--- src/hdl/lpht_pkg.sv ---
// Shared types and constants for the linear-probe hash table.
package lpht_pkg;

  // Slot count; the home slot is the low bits of the key, so a power of two.
  localparam int unsigned TABLE_SIZE = 16;
  localparam int unsigned SLOT_W     = $clog2(TABLE_SIZE);
  localparam int unsigned KEY_W      = 31;
  localparam int unsigned IDX_W      = 4;

  // Operation codes carried in the mode field.
  localparam logic [1:0] MODE_INSERT = 2'd0;
  localparam logic [1:0] MODE_SEARCH = 2'd1;
  localparam logic [1:0] MODE_DELETE = 2'd2;

  typedef enum logic [1:0] {
    StOk     = 2'd0,
    StAbsent = 2'd1,
    StFull   = 2'd2
  } status_e;

  typedef struct packed {
    logic [1:0]       mode;
    logic [KEY_W-1:0] key_value;
  } in_word_t;

  typedef struct packed {
    status_e          status;
    logic [IDX_W-1:0] slot_index;
  } out_word_t;

  // Controller to key memory.
  typedef struct packed {
    logic              we;
    logic [SLOT_W-1:0] waddr;
    logic [KEY_W-1:0]  wdata;
    logic [SLOT_W-1:0] raddr;
  } ram_req_t;

  // Controller to result register.
  typedef struct packed {
    logic      valid;
    out_word_t word;
  } res_t;

endpackage

--- src/hdl/lpht_key_ram.sv ---
// Key store: one write port, one read port, registered read data.
module lpht_key_ram (
  input  logic                          clk_i,
  input  lpht_pkg::ram_req_t            req_i,
  output logic [lpht_pkg::KEY_W-1:0]    rdata_o
);

  logic [lpht_pkg::KEY_W-1:0] mem_q [lpht_pkg::TABLE_SIZE];
  logic [lpht_pkg::KEY_W-1:0] rdata_q;

  always_ff @(posedge clk_i) begin
    if (req_i.we) begin
      mem_q[req_i.waddr] <= req_i.wdata;
    end
    rdata_q <= mem_q[req_i.raddr];
  end

  assign rdata_o = rdata_q;

endmodule

--- src/hdl/lpht_ctrl.sv ---
// Probe sequencer: walks slots from home, owns the valid bits.
module lpht_ctrl (
  input  logic                          clk_i,
  input  logic                          rst_ni,
  input  logic                          in_valid_i,
  output logic                          in_ready_o,
  input  lpht_pkg::in_word_t            in_word_i,
  output lpht_pkg::ram_req_t            ram_req_o,
  input  logic [lpht_pkg::KEY_W-1:0]    ram_rdata_i,
  output lpht_pkg::res_t                res_o,
  input  logic                          res_ready_i
);

  typedef enum logic [1:0] {
    StIdle  = 2'b01,
    StProbe = 2'b10
  } state_e;

  localparam logic [lpht_pkg::SLOT_W-1:0] LastSlot =
    lpht_pkg::SLOT_W'(lpht_pkg::TABLE_SIZE - 1);

  state_e                              state_q, state_d;
  logic [lpht_pkg::SLOT_W-1:0]         slot_q, slot_d;
  logic [lpht_pkg::SLOT_W-1:0]         cnt_q, cnt_d;
  logic [lpht_pkg::TABLE_SIZE-1:0]     valid_q, valid_d;
  logic [1:0]                          mode_q, mode_d;
  logic [lpht_pkg::KEY_W-1:0]          key_q, key_d;

  logic is_ins, is_srch, is_del, hit, finish;

  always_comb begin
    is_ins  = (mode_q == lpht_pkg::MODE_INSERT);
    is_srch = (mode_q == lpht_pkg::MODE_SEARCH);
    is_del  = (mode_q == lpht_pkg::MODE_DELETE);
    // insert wants a free slot; search/delete want a live matching key
    if (is_ins) begin
      hit = !valid_q[slot_q];
    end else if (is_srch || is_del) begin
      hit = valid_q[slot_q] && (ram_rdata_i == key_q);
    end else begin
      hit = 1'b0;
    end
    finish = hit || (cnt_q == LastSlot) || !(is_ins || is_srch || is_del);
  end

  always_comb begin
    state_d = state_q;
    slot_d  = slot_q;
    cnt_d   = cnt_q;
    valid_d = valid_q;
    mode_d  = mode_q;
    key_d   = key_q;

    in_ready_o = 1'b0;

    ram_req_o.we    = 1'b0;
    ram_req_o.waddr = slot_q;
    ram_req_o.wdata = key_q;

    res_o.valid           = 1'b0;
    res_o.word.status     = lpht_pkg::StAbsent;
    res_o.word.slot_index = '0;

    case (state_q)
      StIdle: begin
        in_ready_o = 1'b1;
        if (in_valid_i) begin
          mode_d  = in_word_i.mode;
          key_d   = in_word_i.key_value;
          slot_d  = in_word_i.key_value[lpht_pkg::SLOT_W-1:0];
          cnt_d   = '0;
          state_d = StProbe;
        end
      end
      StProbe: begin
        if (finish) begin
          res_o.valid = 1'b1;
          if (hit) begin
            res_o.word.status     = lpht_pkg::StOk;
            res_o.word.slot_index = lpht_pkg::IDX_W'(slot_q);
          end else if (is_ins) begin
            res_o.word.status = lpht_pkg::StFull;
          end
          // commit only once the result register takes the word
          if (res_ready_i) begin
            state_d = StIdle;
            if (hit && is_ins) begin
              ram_req_o.we    = 1'b1;
              valid_d[slot_q] = 1'b1;
            end else if (hit && is_del) begin
              valid_d[slot_q] = 1'b0;
            end
          end
        end else begin
          slot_d = (slot_q == LastSlot) ? '0 : slot_q + 1'b1;
          cnt_d  = cnt_q + 1'b1;
        end
      end
      default: begin
        state_d = StIdle;
      end
    endcase

    // read address follows the next slot, so the registered read data lines up with slot_q
    ram_req_o.raddr = slot_d;
  end

  always_ff @(posedge clk_i or negedge rst_ni) begin
    if (!rst_ni) begin
      state_q <= StIdle;
      slot_q  <= '0;
      cnt_q   <= '0;
      valid_q <= '0;
    end else begin
      state_q <= state_d;
      slot_q  <= slot_d;
      cnt_q   <= cnt_d;
      valid_q <= valid_d;
    end
  end

  always_ff @(posedge clk_i) begin
    mode_q <= mode_d;
    key_q  <= key_d;
  end

endmodule

--- src/hdl/linear_probe_hash_table_core.sv ---
// Top level of the linear-probe hash table: controller, key store, result register.
//
// Open-addressing hash table of lpht_pkg::TABLE_SIZE slots (16). Each input word
// carries a mode (insert, search, delete) and a 31-bit key; each produces exactly
// one output word with a status and a slot index. The home slot is the low bits
// of the key; probing walks forward one slot per cycle with wraparound, visiting
// every slot at most once. Insert takes the first free slot (duplicates allowed),
// search and delete take the first live matching slot and skip over free ones;
// delete frees it. A full table reports status full, a missing key or an unused
// mode reports not found, both with slot index zero. The word is registered into
// the controller before probing starts; the limit on the probe rate is the single
// read port of the key memory, which delivers one slot per cycle. One word is in
// the probe at a time. A finished result sits in an output register, so the next
// word is taken while it waits. Valid bits are flip-flops cleared by reset; no
// clearing pass is needed.
module linear_probe_hash_table_core (
  input  logic                 clk_i,
  input  logic                 rst_ni,
  input  logic                 in_valid_i,
  output logic                 in_ready_o,
  input  lpht_pkg::in_word_t   in_word_i,
  output logic                 out_valid_o,
  input  logic                 out_ready_i,
  output lpht_pkg::out_word_t  out_word_o
);

  lpht_pkg::ram_req_t             ram_req;
  logic [lpht_pkg::KEY_W-1:0]     ram_rdata;
  lpht_pkg::res_t                 res;
  logic                           res_ready;

  logic                           out_valid_q, out_valid_d;
  lpht_pkg::out_word_t            out_word_q;

  lpht_ctrl u_ctrl (
    .clk_i      (clk_i),
    .rst_ni     (rst_ni),
    .in_valid_i (in_valid_i),
    .in_ready_o (in_ready_o),
    .in_word_i  (in_word_i),
    .ram_req_o  (ram_req),
    .ram_rdata_i(ram_rdata),
    .res_o      (res),
    .res_ready_i(res_ready)
  );

  lpht_key_ram u_key_ram (
    .clk_i  (clk_i),
    .req_i  (ram_req),
    .rdata_o(ram_rdata)
  );

  // result register: loads when empty or being drained this cycle
  assign res_ready = !out_valid_q || out_ready_i;

  always_comb begin
    out_valid_d = out_valid_q;
    if (res.valid && res_ready) begin
      out_valid_d = 1'b1;
    end else if (out_ready_i) begin
      out_valid_d = 1'b0;
    end
  end

  always_ff @(posedge clk_i or negedge rst_ni) begin
    if (!rst_ni) begin
      out_valid_q <= 1'b0;
    end else begin
      out_valid_q <= out_valid_d;
    end
  end

  always_ff @(posedge clk_i) begin
    if (res.valid && res_ready) begin
      out_word_q <= res.word;
    end
  end

  assign out_valid_o = out_valid_q;
  assign out_word_o  = out_word_q;

endmodule

--- config.mk ---
export PLATFORM = sky130hd
export DESIGN_NAME = linear_probe_hash_table_core
export DESIGN_NICKNAME = d
export VERILOG_FILES = /design/src/hdl/lpht_pkg.sv /design/src/hdl/lpht_key_ram.sv /design/src/hdl/lpht_ctrl.sv /design/src/hdl/linear_probe_hash_table_core.sv
export SDC_FILE = /design/constraint.sdc
export NUM_CORES = 1
export LEC_CHECK = 0
export ABC_AREA = 0
export BUFFER_PORTS_ARGS = -buffer_cell sky130_fd_sc_hd__buf_4
export CORE_ASPECT_RATIO = 0.7
export CORE_MARGIN = 5
export CORE_UTILIZATION = 63
export DETAILED_ROUTE_END_ITERATION = 8
export GPL_TIMING_DRIVEN = 1
export PLACE_DENSITY = 0.76
export SLEW_MARGIN = 20
export SYNTH_ARGS = -nofsm -noshare
export SYNTH_HDL_FRONTEND = slang
export SYNTH_SLANG_ARGS = --single-unit
--- constraint.sdc ---
create_clock -name clk_i -period 8.15 [get_ports clk_i]
set_clock_uncertainty 0.2 [all_clocks]
set_input_delay 1.2225 -clock clk_i [delete_from_list [all_inputs] [get_ports clk_i]]
set_output_delay 1.2225 -clock clk_i [all_outputs]
set_load 0.02 [all_outputs]
* Yosys cells after proc, flatten, opt, wreduce, memory -nomap -nowiden
Memory sizes are Yosys's and may differ from the RTL's. A register that Yosys moved wholly into a read port is not among the register bits. Cells that the tools add are included. Widths: inputs -> output; s select.
Cells by class: $add $sub $neg 2, magnitude comparators 2, equal/unequal tests 11, mux-type cells 33, bitwise gates (word level) 5, reductions and logical operators 25
Operators with widths (count):
- $mux 16 | 2
- $eq 31x31->1 | 1
- $mux 4 | 6
- $and 16x16->16 | 1
- $not 16->16 | 1
- $or 16x16->16 | 1
- $pmux 4 s2 | 2
- $mux 7 | 2
- $mux 1 | 13
- $mux 2 | 5
- $reduce_and 3->1 | 3
- $add 4x1->4 const B | 2
- $eq 4x4->1 const B | 2
- $logic_or 1x1->1 | 6
- $ne 2x2->1 const B | 3
- $reduce_bool 2->1 | 3
- $logic_and 1x1->1 | 5
- $lt 4x5->1 const B | 1
- $bmux 1 s4 | 1
- $demux 1 s4 | 1
- $eq 2x1->1 const B | 2
- $eq 2x2->1 const B | 2
- $ge 4x1->1 const B | 1
- $pmux 2 s2 | 1
- 7 further kinds | 11
Storage, ports and cells: flip-flop bits (word level) 66, bits in writable memories 496, input port bits 37, output and inout port bits 8, word-level logic and storage cells 89, memories kept 1
Memories:
- u_key_ram.mem_q | words 16, bits a word 31, read ports 1, clocked after Yosys merged registers in 1, write ports 1, RTL line lpht_key_ram.sv:8 | logic [lpht_pkg::KEY_W-1:0] mem_q [lpht_pkg::TABLE_SIZE];

* Logic depth before layout (Yosys ltp)
Gate-level depths: netlist of the first run.
depth in word-level cells 12, mapped depth 16, mapped depth without buffers 12

* Cells and area by module
A second synthesis of the first run with hierarchy kept.
Unflattened totals: cells, all modules 1085, area, all modules 22628.0 um^2
Modules (own cells, without submodules):
- lpht_key_ram | times used 1, cells each 812, area an instance 19248.5 um^2, seq. area each 15514.9 um^2
- lpht_ctrl | times used 1, cells each 263, area an instance 3145.5 um^2, seq. area each 1642.8 um^2
- linear_probe_hash_table_core | times used 1, cells each 10, area an instance 234.0 um^2, seq. area each 205.2 um^2

* Least setup slack after synthesis of the first run
Ideal clock, no wire load.
path kind register to register, start point register u_ctrl.key_q[15] in the netlist's numbering, end point memory u_key_ram.mem_q[15][0] in the netlist's numbering, enable pin, setup time 0.419 ns, arrival 3.699 ns, data required time 7.531 ns, setup slack 3.832 ns, cell stages (with the launch flop) 9, buffers on the path 0, clock period less this slack 4.318 ns, path through edfxtp_1 -> xnor2_1 -> nand4_1 -> or4_1 -> nor4_2 -> or3_1 -> and3_1 -> nand2_1 -> nor2_1
On the way: cells in the longest elaborated chain, start to end 11, elaborated cells between the ends (all ways) 13, classes of those cells eq/ne (1); mux (8); reduce/logical (4)
Ends and longest elaborated chain:
- start, declared | RTL line lpht_ctrl.sv:27 | logic [lpht_pkg::KEY_W-1:0] key_q, key_d;
- start signal, assigned | RTL line lpht_ctrl.sv:124 | key_q <= key_d;
- $eq 31x31->1 (*) | RTL line lpht_ctrl.sv:39 | hit = valid_q[slot_q] && (ram_rdata_i == key_q);
- $logic_and 1x1->1 (*) | RTL line lpht_ctrl.sv:39
- $mux 1 (*) | RTL line lpht_ctrl.sv:38 | end else if (is_srch || is_del) begin
- $mux 1 (*) | RTL line lpht_ctrl.sv:36 | if (is_ins) begin
- $logic_and 1x1->1 | RTL line lpht_ctrl.sv:87 | if (hit && is_ins) begin
- $mux 1 | RTL line lpht_ctrl.sv:87
- $mux 1 | RTL line lpht_ctrl.sv:85 | if (res_ready_i) begin
- $mux 1 (*) | RTL line lpht_ctrl.sv:76 | if (finish) begin
- $mux 1 (*) | RTL line lpht_ctrl.sv:64 | case (state_q)
- $mux 1 (*) | RTL line lpht_key_ram.sv:12 | if (req_i.we) begin
- $mux 1 (implied by the code) (*) | RTL line lpht_key_ram.sv:13 | mem_q[req_i.waddr] <= req_i.wdata;
- end, declared | RTL line lpht_key_ram.sv:8
Every way passes the cells marked *; elsewhere a longest branch is shown, timed or not.

* Final worst setup path of the first run
start point register u_ctrl.key_q[2] in the netlist's numbering, end point register u_key_ram.rdata_q (netlist bit u_key_ram.rdata_o[24]), read port of u_key_ram.mem_q
On the way: cells in the longest elaborated chain, start to end 8
Ends and longest elaborated chain:
- $eq 31x31->1 | RTL line lpht_ctrl.sv:39
- $logic_and 1x1->1 | RTL line lpht_ctrl.sv:39
- $mux 1 | RTL line lpht_ctrl.sv:38
- $mux 1 | RTL line lpht_ctrl.sv:36
- $logic_or 1x1->1 (2 in a row) | RTL line lpht_ctrl.sv:43 | finish = hit || (cnt_q == LastSlot) || !(is_ins || is_srch || is_del);
- $mux 4 | RTL line lpht_ctrl.sv:76
- $pmux 4 s2 | RTL line lpht_ctrl.sv:64
- end, declared | RTL line lpht_key_ram.sv:9 | logic [lpht_pkg::KEY_W-1:0] rdata_q;
Every way passes these cells. A chain may end at the register's enable or synchronous reset.

==> impl_metrics.py, run 1 <==
metrics = {
    "cells_and_area": {
        "synthToLayoutAreaGrowth_pct": 10.1,
        "final_net_count": 1665,
        "antenna_cells": 0,
        "final_layout_size_suffix_gt1_share_pct": 10.8,
    },
    "global_routing": {
        "first_global_vias": 13000,
        "antenna_violations_before_repair": 0,
        "gr-usage-all-layers_pct": 25.5,
        "grt-ovfl-total": 0,
        "grt_start_max_net_pins": 163,
        "grt_pass1_wl_um": 79200,
    },
    "clock_tree": {
        "h-tree-depth": 2,
        "cts_tree": "yes",
        "cts_inserted_buffers": 53,
        "cts.root.buffer_cell": "sky130_fd_sc_hd__clkbuf_16",
        "worstSkewPairLatency_ns": 0.58,
        "numClockSinks": 593,
        "ctsHoldBuffers": 0,
        "post_cts_buffers": 0,
        "post_cts.resized_instances": 0,
        "clk_pin_slew_worst_paths_ns": 0.06,
        "clockBufferDepth": 3,
    },
    "timing": {
        "relSlewSlack_pct": 24.9,
        "timing.final.crit_period_ns": 5.51,
        "max_freq_mhz": 181,
        "maxSlewViolCount": 0,
        "final.setup.tns_ns": 0,
        "final_setup_violation_count": 0,
        "worst_pin_slew_ns": 1.13,
        "finalCritPeriodShare_pct": 67.6,
        "grt_setup_unrepaired": "no",
        "timing.final.hold_violations": 0,
    },
    "setup_path": {
        "cp_slowest_cell": "sky130_fd_sc_hd__or4_1",
        "worst-path-max-fanout": 100,
        "data_arrival_at_the_endpoint_of_the_critical_path_ns": 5.74,
        "r2r.worst_path.cells": 12,
        "crit_path_start_kind": "register",
        "critical_path_cell_count": 12,
        "critical_path_required_ns": 8.37,
        "path_cells": "xnor2_1 -> nand4_1 -> or4_1 -> or4_4 -> a21oi_1 -> and2_4 -> inv_6 -> buf_4 -> nand2_1 -> a21oi_1 -> a311oi_1 -> o221ai_1",
        "most_frequent_cp_cell": "sky130_fd_sc_hd__a21oi_1",
        "worstPathBufferInverterCount": 2,
        "crit_path_max_cell_delay_ns": 0.76,
        "worst_r2r_endpoint": "u_key_ram.rdata_o[24]$_DFF_P_",
        "worst-setup-path-type": "register to register",
        "setup.reg_to_reg.worst_slack_ns": 2.64,
        "critPathCaptureType": "register",
        "critPathTopFamily": "simple AND/OR/NAND/NOR gates",
        "worst_r2r_startpoint": "u_ctrl.key_q[2]$_DFFE_PP_",
    },
    "routing": {
        "post_drt_wl_per_cell_um": 24.8,
        "first_iter_violations": 1807,
        "drc": 0,
        "num_vias": 13800,
        "via_per_inst": 6.44,
        "antenna_left": 0,
        "totalWireLength_um": 53100,
        "first_pass_iters": 5,
    },
    "job": {
        "max-cap-violations": 0,
    },
    "power": {
        "leakagePower_nw": 8.99,
        "power_per_cell_area_mw_per_mm2": 371,
        "ir_worst_vdd_mv": 0.375,
        "totalPowerFinal_mw": 9.58,
    },
    "place": {
        "port_buffers": 44,
        "hpwlAfterDp_um": 28100,
        "place_congestion": 0.913,
    },
    "hold_path": {
        "min_path_cells": 2,
        "timing.hold.worst.class": "register to register",
    },
    "synthesis": {
        "yosysWarningCount": 0,
        "post_synth.cell_area_avg_um2": 14.7,
        "ys_seq_elements": 593,
        "mappedNetlistArea_mm2": 0.0234,
        "synth_sequential_area_ratio_pct": 74.1,
        "postSynthNetCount": 1640,
        "synth_edf_count": 535,
        "yosysUniqueCellTypes": 54,
        "synth-async-reset-ratio_pct": 4.55,
        "ys.flop_type": "sky130_fd_sc_hd__edfxtp_1",
        "post_synth_inst_count": 1593,
    },
    "floorplanning": {
        "starting_density_of_the_core_pct": 63.5,
        "die_width_um": 240,
        "pin_count": 45,
        "dieArea_mm2": 0.0412,
        "num_rows": 59,
        "fp.dieH_um": 171,
        "coreArea_mm2": 0.0369,
    },
    "status": {
        "run_status": "complete, no violations",
    },
}
==> cell families after synthesis <==
group | Yosys count | share of synthesized area, %
compound gates | 261 | 7.92
xor+xnor | 33 | 1.23
fa+ha+maj | 10 | 0.534
buf+inv | 117 | 2.57
flops | 593 | 74.1
mux | 97 | 4.31
simple gates | 482 | 9.33
==> worst register-to-register path, delay by kind of cell (launching register included) <==
family	cells	cell delay [ns]
simple gates	5	2.41
compound gates	4	0.68
buf+inv	2	1.06
xor+xnor	1	0.38
flops	1	0.63
==> report_power, final <==
group / internal (mW) / switching, mW / total [mW]
combinational: 1.18 / 2.26 / 3.44
sequential: 3.62 / 0.212 / 3.83
clock: 1.26 / 1.05 / 2.31
total: 6.06 / 3.52 / 9.58
==> cell usage after synthesis, drive strengths merged, types with 2 or more instances <==
master,instances,area [µm²]
a22oi,3,22.5
mux4,3,67.6
o221ai,30,263
or3,2,12.5
edfxtp,535,16100
clkbuf,45,180
and2,6,37.5
nor4,9,62.6
dfxtp,31,621
mux2i,93,931
a22o,4,35.0
o21ai,41,205
nor3,3,20.0
and3,66,413
a311oi,61,534
nor2,30,113
ha,10,125
or2,2,12.5
a21oi,71,355
xnor2,16,140
nand3,67,335
o31a,2,17.5
xor2,17,149
or4,3,26.3
nor2b,5,31.3
o31ai,2,20.0
o21a,2,15.0
a21o,4,30.0
nand2,274,1030
o211ai,2,15.0
dfrtp,26,651
inv,16,60.1
nand2b,5,31.3
buf,56,362
a32oi,32,280
nand4,10,62.6
==> per-layer routing <==
metal | routed length, µm | GRT usage [%]
met2 | 24400 | 39.1
met5 | 0 | 0
met1 | 21900 | 38.2
met4 | 1080 | 6.48
met3 | 5770 | 5.72
==> flip-flops by register name (all words and copies together), names as in the netlist, named ones only <==
| signal | flops |
|---|---|
| u_ctrl.state_q | 2 |
| u_ctrl.cnt_q | 4 |
| u_ctrl.mode_q | 2 |
| u_ctrl.key_q | 31 |
| u_key_ram.rdata_o | 31 |
| u_key_ram.mem_q | 496 |
| out_word_o | 6 |
| u_ctrl.slot_q | 4 |
| out_valid_o | 1 |
==> per-stage QoR <==
stage	instances	hold slack (ns)	setup slack [ns]	utilization, %	cell area [µm²]
after floorplan	1593	0.264	3.83	-	23400
after global placement	2051	0.282	2.72	65.6	24200
after detailed placement	2051	0.304	2.64	65.6	24200
after CTS	2147	0.318	2.76	69.9	25800
after global routing	2147	0.337	2.47	69.9	25800
final	2147	0.322	2.64	69.9	25800
==> final cells by class <==
class,instances,area [µm²]
Multi-Input combinational cell,883,5620
Tap cell,488,611
Clock buffer,80,1490
Inverter,16,72.6
Clock inverter,16,96.3
Sequential cell,593,17400
Timing Repair Buffer,71,546
Fill cell,2391,11100
==> worst max-delay path by stage <==
stage	slack, ns	end	startpoint
after global routing	2.47	u_key_ram.rdata_o[25]$_DFF_P_	u_ctrl.key_q[20]$_DFFE_PP_
after global placement	2.72	u_key_ram.rdata_o[25]$_DFF_P_	in_valid_i
after CTS	2.76	u_key_ram.rdata_o[25]$_DFF_P_	u_ctrl.key_q[20]$_DFFE_PP_
after detailed placement	2.64	u_key_ram.rdata_o[25]$_DFF_P_	in_valid_i
after floorplan	3.83	u_key_ram.mem_q[15][0]$_DFFE_PP_	u_ctrl.key_q[15]$_DFFE_PP_
final	2.64	u_key_ram.rdata_o[24]$_DFF_P_	u_ctrl.key_q[2]$_DFFE_PP_
==> layout by cell type, fill, tap and decap left out, types with 26 or more instances in the layout <==
cell                          n
sky130_fd_sc_hd__edfxtp_1   535
sky130_fd_sc_hd__nand2_1    274
sky130_fd_sc_hd__mux2i_1     93
sky130_fd_sc_hd__a21oi_1     71
sky130_fd_sc_hd__buf_4       70
sky130_fd_sc_hd__nand3_1     67
sky130_fd_sc_hd__and3_1      66
sky130_fd_sc_hd__a311oi_1    61
sky130_fd_sc_hd__clkbuf_16   53
sky130_fd_sc_hd__o21ai_0     40
sky130_fd_sc_hd__a32oi_1     32
sky130_fd_sc_hd__dfxtp_1     31
sky130_fd_sc_hd__o221ai_1    30
sky130_fd_sc_hd__dfrtp_1     26
Power figures use the tool's default switching activity.
==> run 2: changes to the inputs <==
--- a/config.mk
+++ b/config.mk
@@ -9,10 +9,10 @@
 export BUFFER_PORTS_ARGS = -buffer_cell sky130_fd_sc_hd__buf_4
 export CORE_ASPECT_RATIO = 0.7
 export CORE_MARGIN = 5
-export CORE_UTILIZATION = 63
+export CORE_UTILIZATION = 56
 export DETAILED_ROUTE_END_ITERATION = 8
 export GPL_TIMING_DRIVEN = 1
-export PLACE_DENSITY = 0.76
+export PLACE_DENSITY = 0.71
 export SLEW_MARGIN = 20
 export SYNTH_ARGS = -nofsm -noshare
 export SYNTH_HDL_FRONTEND = slang
==> constraint.sdc (replaced) <==
create_clock -name clk_i -period 5 [get_ports clk_i]
set_clock_uncertainty 0.2 [all_clocks]
set_input_delay 0.75 -clock clk_i [delete_from_list [all_inputs] [get_ports clk_i]]
set_output_delay 0.75 -clock clk_i [all_outputs]
set_load 0.02 [all_outputs]
==> impl_metrics.py, run 2 (synthesis results as in run 1) <==
metrics = {
    "cells_and_area": {
        "final_net_count": 1687,
        "fillers": 2905,
        "mostFrequentLayoutCells": "sky130_fd_sc_hd__edfxtp_1, sky130_fd_sc_hd__nand2_1, sky130_fd_sc_hd__mux2i_1",
        "final_layout_size_suffix_gt1_share_pct": 12.6,
        "largest-register": "u_key_ram.mem_q",
        "fin_cells": 2228,
        "antenna_cells": 0,
        "max_ffs_per_register": 496,
        "fin_area_mm2": 0.0263,
        "layout_commonest_cell": "sky130_fd_sc_hd__edfxtp_1",
        "synthToLayoutAreaGrowth_pct": 12.4,
    },
    "power": {
        "totalPowerFinal_mw": 16.4,
        "power_per_cell_area_mw_per_mm2": 621,
        "ir_worst_vdd_mv": 0.465,
        "leakagePower_nw": 9.24,
        "power.net_switching_mw": 5.95,
        "pwr-share-seq_pct": 37.9,
        "pwr-share-comb_pct": 36.9,
        "net_switching_share_of_the_total_power_pct": 36.4,
        "internal_power_mw": 10.4,
        "clkPwrFrac_pct": 25.2,
    },
    "hold_path": {
        "timing.hold.worst.class": "primary input to register",
        "min_from": "in_word_i[5]",
        "min_path_cells": 1,
    },
    "setup_path": {
        "r2r.worst_path.cells": 11,
        "crit_path_start_kind": "register",
        "crit_path_start": "u_ctrl.key_q[15]$_DFFE_PP_",
        "worst_r2r_startpoint": "u_ctrl.key_q[15]$_DFFE_PP_",
        "critPathCaptureType": "register",
        "critical_path_required_ns": 5.24,
        "worst-path-max-fanout": 37,
        "setup.reg_to_reg.worst_slack_ns": 0.36,
        "data_arrival_at_the_endpoint_of_the_critical_path_ns": 4.88,
        "timing.critical_path.to": "u_key_ram.rdata_o[7]$_DFF_P_",
        "worst_r2r_endpoint": "u_key_ram.rdata_o[7]$_DFF_P_",
        "worst-setup-path-type": "register to register",
    },
    "clock_tree": {
        "worstSkewPairLatency_ns": 0.59,
        "cts_inserted_buffers": 53,
        "clockBufferDepth": 3,
        "cts.root.buffer_cell": "sky130_fd_sc_hd__clkbuf_16",
        "numClockSinks": 593,
        "cts_tree": "yes",
        "h-tree-depth": 2,
        "clk_pin_slew_worst_paths_ns": 0.07,
        "post_cts_buffers": 0,
    },
    "place": {
        "port_buffers": 44,
        "dpl-instance-area_mm2": 0.0246,
        "place_congestion": 0.838,
        "place_ws_ns": 0.409,
        "placed_cells_incl_taps": 2128,
        "hpwlAfterDp_um": 29300,
    },
    "floorplanning": {
        "dieArea_mm2": 0.0461,
        "starting_density_of_the_core_pct": 56.9,
        "pin_count": 45,
        "num_rows": 62,
        "fp.dieH_um": 181,
        "coreArea_mm2": 0.0412,
        "die_width_um": 254,
    },
    "timing": {
        "relSlewSlack_pct": 46.5,
        "max_freq_mhz": 216,
        "timing.final.hold_violations": 0,
        "grt_setup_unrepaired": "no",
        "final.setup.tns_ns": 0,
        "final_setup_violation_count": 0,
        "finalCritPeriodShare_pct": 92.8,
        "worst_pin_slew_ns": 0.803,
        "timing.final.ws_setup_ns": 0.362,
        "timing.final.crit_period_ns": 4.64,
        "maxSlewViolCount": 0,
    },
    "global_routing": {
        "gr-usage-all-layers_pct": 24.0,
        "grt-ovfl-total": 0,
        "grt_pass1_wl_um": 84300,
        "first_global_vias": 13500,
        "antenna_violations_before_repair": 1,
        "grt_start_max_net_pins": 158,
    },
    "routing": {
        "first_pass_iters": 6,
        "totalWireLength_um": 56100,
        "num_vias": 14000,
        "antenna_left": 0,
        "first_iter_violations": 1891,
        "drc": 0,
        "post_drt_wl_per_cell_um": 25.2,
        "via_per_inst": 6.28,
    },
    "status": {
        "run_status": "complete, no violations",
    },
    "job": {
        "max-cap-violations": 0,
    },
}
-- run 2: cell count changes in the layout (fill, tap and decap cells not counted), sizes merged --
cell / change
buf: +21
clkbuf: -12
clkinv: +10
bufinv: +6
clkinvlp: -2
dlygate4sd3: +1
inv: +1
-- run 2: power groups by stage --
| stage | clock network [mW] | logic, mW | registers (mW) |
|---|---|---|---|
| after floorplan | 0 | 4.41 | 6.20 |
| after global placement | 0 | 5.84 | 6.28 |
| after detailed placement | 0 | 5.96 | 6.29 |
| after CTS | 4.17 | 6.01 | 6.20 |
| after global routing | 4.40 | 6.59 | 6.23 |
| final | 4.12 | 6.04 | 6.20 |
-- run 2: layout make-up --
class                   count  area, µm²  share of cell area, %
multi-input cells         883       5620                   21.3
well taps                 544        681                   2.58
clock buffers              68       1440                   5.48
clock inverters            31        315                   1.20
flip-flops and latches    593      17400                   65.9
repair buffers             93        851                   3.23
inverters                  16       70.1                  0.266
-- run 2: worst min-delay path by stage --
stage,endpoint
final,u_ctrl.key_q[5]$_DFFE_PP_
after global routing,u_ctrl.key_q[5]$_DFFE_PP_
after CTS,u_ctrl.key_q[5]$_DFFE_PP_
after detailed placement,register
after global placement,register
after floorplan,async pin
-- run 2: worst max-delay path: stages, from the launching register on --
cell	delay (ns)
sky130_fd_sc_hd__edfxtp_1	0.61
sky130_fd_sc_hd__xnor2_1	0.52
sky130_fd_sc_hd__nand4_1	0.23
sky130_fd_sc_hd__or4_1	0.68
sky130_fd_sc_hd__o31ai_2	0.38
sky130_fd_sc_hd__o21ai_0	0.24
sky130_fd_sc_hd__a32o_4	0.50
sky130_fd_sc_hd__inv_6	0.20
sky130_fd_sc_hd__buf_4	0.37
sky130_fd_sc_hd__a21oi_1	0.10
sky130_fd_sc_hd__a311oi_1	0.29
sky130_fd_sc_hd__o221ai_1	0.17
-- run 2: repair_timing --
action,in CTS,in global routing
setup endpoints to repair,0,0
hold buffers,1,0
hold endpoints to repair,26,0
gates resized for setup,0,0
-- run 2: metal layers --
metal / share of wire [%] / global-route usage (%) / vias up
li1: - / - / 6214
met5: 0.036 / 0 / -
met3: 9.7 / 4.92 / 93
met2: 46 / 36.2 / 678
met1: 43 / 36.6 / 6994
met4: 2.0 / 5.30 / 2
-- run 2: metrics by stage --
stage / hold slack [ns] / util, %
after floorplan: 0.254 / -
after global placement: 0.288 / 59.6
after detailed placement: 0.294 / 59.6
after CTS: 0.116 / 63.9
after global routing: 0.116 / 63.9
final: 0.137 / 63.9
